<file path="config.mk">
export PLATFORM = sky130hd
export DESIGN_NAME = nghbe_fifo
export DESIGN_NICKNAME = d
export VERILOG_FILES = /design/src/rtl/nghbe_fifo.sv
export SDC_FILE = /design/constraint.sdc
export NUM_CORES = 1
export LEC_CHECK = 0
export BUFFER_PORTS_ARGS = -buffer_cell sky130_fd_sc_hd__clkbuf_2
export CORE_MARGIN = 3
export CORE_UTILIZATION = 35
export DETAILED_ROUTE_END_ITERATION = 10
export GPL_TIMING_DRIVEN = 0
export PLACE_DENSITY = 0.63
export SETUP_SLACK_MARGIN = 0.15
export SLEW_MARGIN = 20
export SYNTH_ARGS = -nofsm -noshare
export SYNTH_HDL_FRONTEND = slang
export SYNTH_SLANG_ARGS = --single-unit
</file>
<file path="constraint.sdc">
create_clock -name clk -period 2.4 [get_ports clk]
set_clock_uncertainty 0.1 [all_clocks]
set_input_delay 0.36 -clock clk [delete_from_list [all_inputs] [get_ports clk]]
set_output_delay 0.36 -clock clk [all_outputs]
set_load 0.005 [all_outputs]
</file>
<file path="src/rtl/nghbe_fifo.sv">
`default_nettype none
module nghbe_fifo #(
    parameter int WIDTH = 8,
    parameter int DEPTH = 2
) (
    input  wire logic             clk,
    input  wire logic             rst_n,
    input  wire logic             push_valid,
    output logic                  push_ready,
    input  wire logic [WIDTH-1:0] push_data,
    output logic                  pop_valid,
    input  wire logic             pop_ready,
    output logic [WIDTH-1:0]      pop_data
);
    localparam int AW = (DEPTH > 1) ? $clog2(DEPTH) : 1;
    localparam int CW = $clog2(DEPTH + 1);

    logic [WIDTH-1:0] slot_reg [DEPTH];
    logic [AW-1:0]    wr_ptr_reg;
    logic [AW-1:0]    rd_ptr_reg;
    logic [CW-1:0]    count_reg;
    logic             push;
    logic             pop;

    assign push_ready = (count_reg != CW'(DEPTH));
    assign pop_valid  = (count_reg != '0);
    assign push       = push_valid & push_ready;
    assign pop        = pop_valid & pop_ready;
    assign pop_data   = slot_reg[rd_ptr_reg];

    always_ff @(posedge clk)
    begin
        if (push)
        begin
            slot_reg[wr_ptr_reg] <= push_data;
        end
    end

    always_ff @(posedge clk or negedge rst_n)
    begin
        if (!rst_n)
        begin
            wr_ptr_reg <= '0;
            rd_ptr_reg <= '0;
            count_reg  <= '0;
        end
        else
        begin
            if (push)
            begin
                wr_ptr_reg <= (wr_ptr_reg == AW'(DEPTH - 1)) ? '0 : wr_ptr_reg + 1'b1;
            end
            if (pop)
            begin
                rd_ptr_reg <= (rd_ptr_reg == AW'(DEPTH - 1)) ? '0 : rd_ptr_reg + 1'b1;
            end
            if (push && !pop)
            begin
                count_reg <= count_reg + 1'b1;
            end
            else if (pop && !push)
            begin
                count_reg <= count_reg - 1'b1;
            end
        end
    end
endmodule
`default_nettype wire

</file>
==> flow_summary.toml, run 1 <==
[status]
status = "finished clean"

[clock_tree]
htreeDepth = 1
clk_pin_slew_worst_paths_ns = 0.11
clock_sinks = 20
cts_buffers = 3
clockBufferDepth = 2
clock_latency_ns = 0.28
clock-root-buffer = "clkbuf_4"
postCtsSetupRepairBufs = 0
cts_tree = "done"

[synthesis]
async_flop_share = 0.200
synth_nets = 56
synth_seq_cells = 20
yosysTopAreaCell = "edfxtp_1"
synth_cells = 43
synth.most_common_cell = "edfxtp_1"
synth_edf_count = 16
synth-seq-area-share = 0.738
synth_ff_type = "edfxtp_1"
netlist_area_um2 = 787
synth_commonest_cells = "edfxtp_1, mux2_2, dfrtp_1, xnor2_1"
synth_cell_types = 14
syn_area_per_cell_um2 = 18.3
yosysWarnings = 0
synthTopCellsByArea = "edfxtp_1, dfrtp_1, mux2_2"
synth_top_area_share = 0.610

[power_and_ir_drop]
comb_power_share = 0.360
pwr-share-seq = 0.497
power_leakage_nw = 0.398
total_power_mw = 1.07
swShare = 0.295
internal-power_uw = 754
p_per_area_mw_per_mm2 = 1110
clkPwrFrac = 0.143
power.switching_uw = 315
peakVddDrop_v = 0.000565

[sta]
finalHoldViolations = 0
fin_hold_ws_ns = 0.164
worstMarginPinSlew_ns = 0.673
period_share = 0.740
slew-limit-headroom = 0.549
fin_setup_tns_ns = 0
slew_violations = 0
setup_violations = 0
rsz0062_at_grt = "no"
finalCriticalPeriod_ns = 1.78
max_freq_mhz = 563

[drt]
drt-initial-drc-count = 5
drtAntennaViolNets = 0
vias = 423
drcViolationCount = 0
drt_pass1_iterations = 2
vias_per_cell = 4.41
drt-wirelength-per-cell_um = 12.6
routed_wl_mm = 1.21

[grt]
grt_max_degree = 12
grt-ovfl-total = 0
grt_pass1_wl_mm = 1.88
first_global_vias = 438
antenna_found_initial = 0
track_usage = 0.0974

[cells_and_area]
diodes = 0
fillCellCount = 201
area_growth_pct = 22.3
drive_gt1_frac = 0.522
fin_nets = 83
largest_register_ff_count = 16

[setup_path]
cp.arrival_ns = 1.32
crit_type = "flop to output port"
critPathRequiredTime_ns = 1.94
critPathMaxFanout = 9
start_kind = "flop"
crit_path_end_kind = "output port"

[place]
place.port_buffers = 21
dpl.hpwl_um = 884
place_congestion = 0.619

[floorplan]
rows = 16
dieHeight_um = 53.4
die_area_mm2 = 0.00285
die_w_um = 53.4
core_area_mm2 = 0.00204
start_util = 0.385
pin_count = 22

[hold_path]
hold_path_class = "primary input to flop"

[run]
maxCapViolations = 0
layout by cell type, fill, tap and decap left out:
cell / count
clkbuf_4: 3
nand2_4: 1
ha_1: 1
nand2_1: 1
clkinv_1: 1
edfxtp_1: 16
buf_2: 1
xnor2_1: 3
dfrtp_1: 4
dlygate4sd3_1: 1
nor2_1: 2
nand2b_4: 1
xor2_1: 2
clkbuf_2: 21
mux2_2: 8
or2_4: 1
and3_1: 1
inv_1: 1
area by class of cell:
class / instances / area, um2 / area share
Sequential cell: 20 / 581 / 0.603
Timing Repair Buffer: 22 / 115 / 0.120
Clock inverter: 1 / 3.75 / 0.00390
Buffer: 1 / 5.00 / 0.00520
Clock buffer: 3 / 22.5 / 0.0234
Multi-Input combinational cell: 21 / 198 / 0.205
Tap cell: 27 / 33.8 / 0.0351
Inverter: 1 / 3.75 / 0.00390
power by group through the flow:
stage	logic, mW	registers (mW)	clock network [mW]
floorplan	0.269	0.528	0
global placement	0.389	0.534	0
detailed placement	0.394	0.539	0
CTS	0.397	0.532	0.161
global route	0.432	0.542	0.173
finish	0.385	0.532	0.153
critical path, cell delays in order (launching register included):
cell and delay, ns:
dfrtp_1 0.33, buf_2 0.23, mux2_2 0.36, clkbuf_2 0.11
per-layer routing:
layer / GRT usage / vias to the layer above / routed length (um)
li1: - / 206 / -
met1: 0.107 / 202 / 534
met2: 0.161 / 13 / 588
met3: 0.0197 / 2 / 74
met4: 0.0766 / 0 / 15
met5: 0 / - / 0
cell families after synthesis:
logic type,share of synthesized area
XOR/XNOR,0.0557
adder cells (fa/ha/maj),0.0159
buffers and inverters,0.0111
flip-flops,0.738
multiplexers,0.114
AND/OR/NAND/NOR,0.0652
worst paths after layout:
| check | start | endpoint | slack (ns) | cells past startpoint |
|---|---|---|---|---|
| setup / recovery | rd_ptr_reg | pop_data[3] | 0.62 | 3 |
| hold / removal | push_data[4] | slot_reg[0][4] | 0.16 | 1 |
| setup reg to reg | count_reg[0] | slot_reg[0][1] | 0.72 | 3 |
| hold reg to reg | wr_ptr_reg | wr_ptr_reg | 0.40 | 1 |
| max in group asynchronous | rst_n | count_reg[1] | 1.77 | 2 |
| min in group asynchronous | rst_n | count_reg[0] | 0.30 | 2 |
what timing repair did:
item,4_1_cts,5_1_grt
hold buffers,1,0
hold endpoints to repair,4,0
endpoints found under the setup margin,0,0
resized for setup,0,0
metrics by stage:
step                      area [um2]  instances   util  setup slack, ns
after floorplan                  787         43      -            0.930
after global placement           926         91  0.453            0.690
after detailed placement         926         91  0.453            0.727
after CTS                        962         96  0.471            0.587
after global routing             962         96  0.471            0.539
final                            962         96  0.471            0.624
(Power assumes the default switching activity.)
==> run 2, diff against run 1 <==
--- a/config.mk
+++ b/config.mk
@@ -10,7 +10,7 @@
 export CORE_UTILIZATION = 35
 export DETAILED_ROUTE_END_ITERATION = 10
 export GPL_TIMING_DRIVEN = 0
-export PLACE_DENSITY = 0.63
+export PLACE_DENSITY = 0.65
 export SETUP_SLACK_MARGIN = 0.15
 export SLEW_MARGIN = 20
 export SYNTH_ARGS = -nofsm -noshare
==> constraint.sdc (replaced) <==
create_clock -name clk -period 1.6 [get_ports clk]
set_clock_uncertainty 0.1 [all_clocks]
set_input_delay 0.24 -clock clk [delete_from_list [all_inputs] [get_ports clk]]
set_output_delay 0.24 -clock clk [all_outputs]
set_load 0.005 [all_outputs]
==> run 2 against run 1 <==
Worst setup slack got worse by 0.60 ns. Final cell count rose by 3.1%. Highest routed layer unchanged. Sequential share of layout area fell by 4.2 points. Critical endpoint is now pop_data[5]. Die area is the same. Hold slack got worse by 0.13 ns.
==> flow_summary.toml, run 2 (synthesis results as in run 1) <==
[grt]
first_global_vias = 453
track_usage = 0.101
grt_max_degree = 12
grt-ovfl-total = 0
grt_pass1_wl_mm = 1.94
antenna_found_initial = 0

[cells_and_area]
drive_gt1_frac = 0.639
final_design_area_no_fill_mm2 = 0.00104
final_util = 0.508
final_cell_mix = "clkbuf_2, edfxtp_1, mux2_2"
diodes = 0
largest_register_ff_count = 16
area_growth_pct = 31.8
final_common_cell = "clkbuf_2"
fin_nets = 86
fillCellCount = 194
fin_cells = 99

[sta]
fin_hold_ws_ns = 0.0351
period_share = 0.988
setup_violations = 0
finalHoldViolations = 0
slew_violations = 0
fin_ws_ns = 0.0193
rsz0062_at_grt = "yes"
fin_setup_tns_ns = 0
slew-limit-headroom = 0.826
finalCriticalPeriod_ns = 1.58
max_freq_mhz = 633
worstMarginPinSlew_ns = 0.261

[power_and_ir_drop]
total_power_mw = 1.79
p_per_area_mw_per_mm2 = 1730
peakVddDrop_v = 0.00106
power_leakage_nw = 0.423

[floorplan]
rows = 16
start_util = 0.385
dieHeight_um = 53.4
core_area_mm2 = 0.00204
pin_count = 22
die_area_mm2 = 0.00285
die_w_um = 53.4

[setup_path]
reg2reg_to = "count_reg[1]"
crit_slowest_cell = "dfrtp_1"
crit_buf_inv = 2
path_delay_family = "flip-flops"
cp.depth = 3
cp_slowest_stage_delay_ns = 0.36
critPathRequiredTime_ns = 1.26
startpoint = "rd_ptr_reg"
crit_type = "flop to output port"
cp.arrival_ns = 1.24
critPathMaxFanout = 9
endpoint = "pop_data[5]"
crit_chain = "buf_6 -> mux2_2 -> clkbuf_2"
crit_path_end_kind = "output port"
start_kind = "flop"
ff2ff_setup_slack_ns = 0.14
r2r_cells = 6
r2r_start = "count_reg[1]"

[run]
maxCapViolations = 0

[drt]
drt-wirelength-per-cell_um = 12.3
vias = 448
vias_per_cell = 4.53
drtAntennaViolNets = 0
routed_wl_mm = 1.22
drt-initial-drc-count = 1
drt_pass1_iterations = 4
drcViolationCount = 0

[clock_tree]
clockBufferDepth = 2
cts_tree = "done"
clock_latency_ns = 0.29
clock-root-buffer = "clkbuf_4"
clock_sinks = 20
clk_pin_slew_worst_paths_ns = 0.11
htreeDepth = 1
cts_buffers = 3

[place]
place_congestion = 0.700
dp_cells = 91
dpl.hpwl_um = 885
place.port_buffers = 21
postPlaceCellArea_um2 = 928
pre_cts_slack_ns = 0.0439

[hold_path]
min_delay_path_depth = 1
hold_path_class = "primary input to flop"

[status]
status = "finished clean"
run 2: worst min path at each step:
stage | endpoint | startpoint
finish | slot_reg[0][7] | push_data[7]
global route | slot_reg[0][4] | push_data[4]
CTS | slot_reg[0][6] | push_data[6]
detailed placement | count_reg[0] | rst_n
global placement | count_reg[0] | rst_n
floorplan | count_reg[0] | rst_n
run 2: power by group:
group	switching [mW]	internal, mW
logic	0.303	0.408
registers	0.0719	0.730
clock network	0.143	0.139
total	0.518	1.28
run 2: timing repair:
action,4_1_cts,5_1_grt
gates resized for setup,8,3
pin swaps,4,4
hold buffers,1,0
endpoints found under the hold margin,4,0
setup endpoints to repair,18,18
buffers inserted,3,0
run 2: layer usage:
layer  wire, um  GRT usage
met4          9     0.0638
met2        653      0.178
met5          0          0
met1        483      0.102
met3         72     0.0282
run 2: cell type report:
| class | instances | area [um2] | area share |
|---|---|---|---|
| sequential | 20 | 582 | 0.561 |
| multi-input combinational | 21 | 226 | 0.218 |
| timing repair buffer | 25 | 144 | 0.139 |
| clock buffer | 4 | 36.3 | 0.0350 |
| tap | 27 | 33.8 | 0.0326 |
| buffer | 1 | 11.3 | 0.0109 |
| inverter | 1 | 3.75 | 0.00362 |
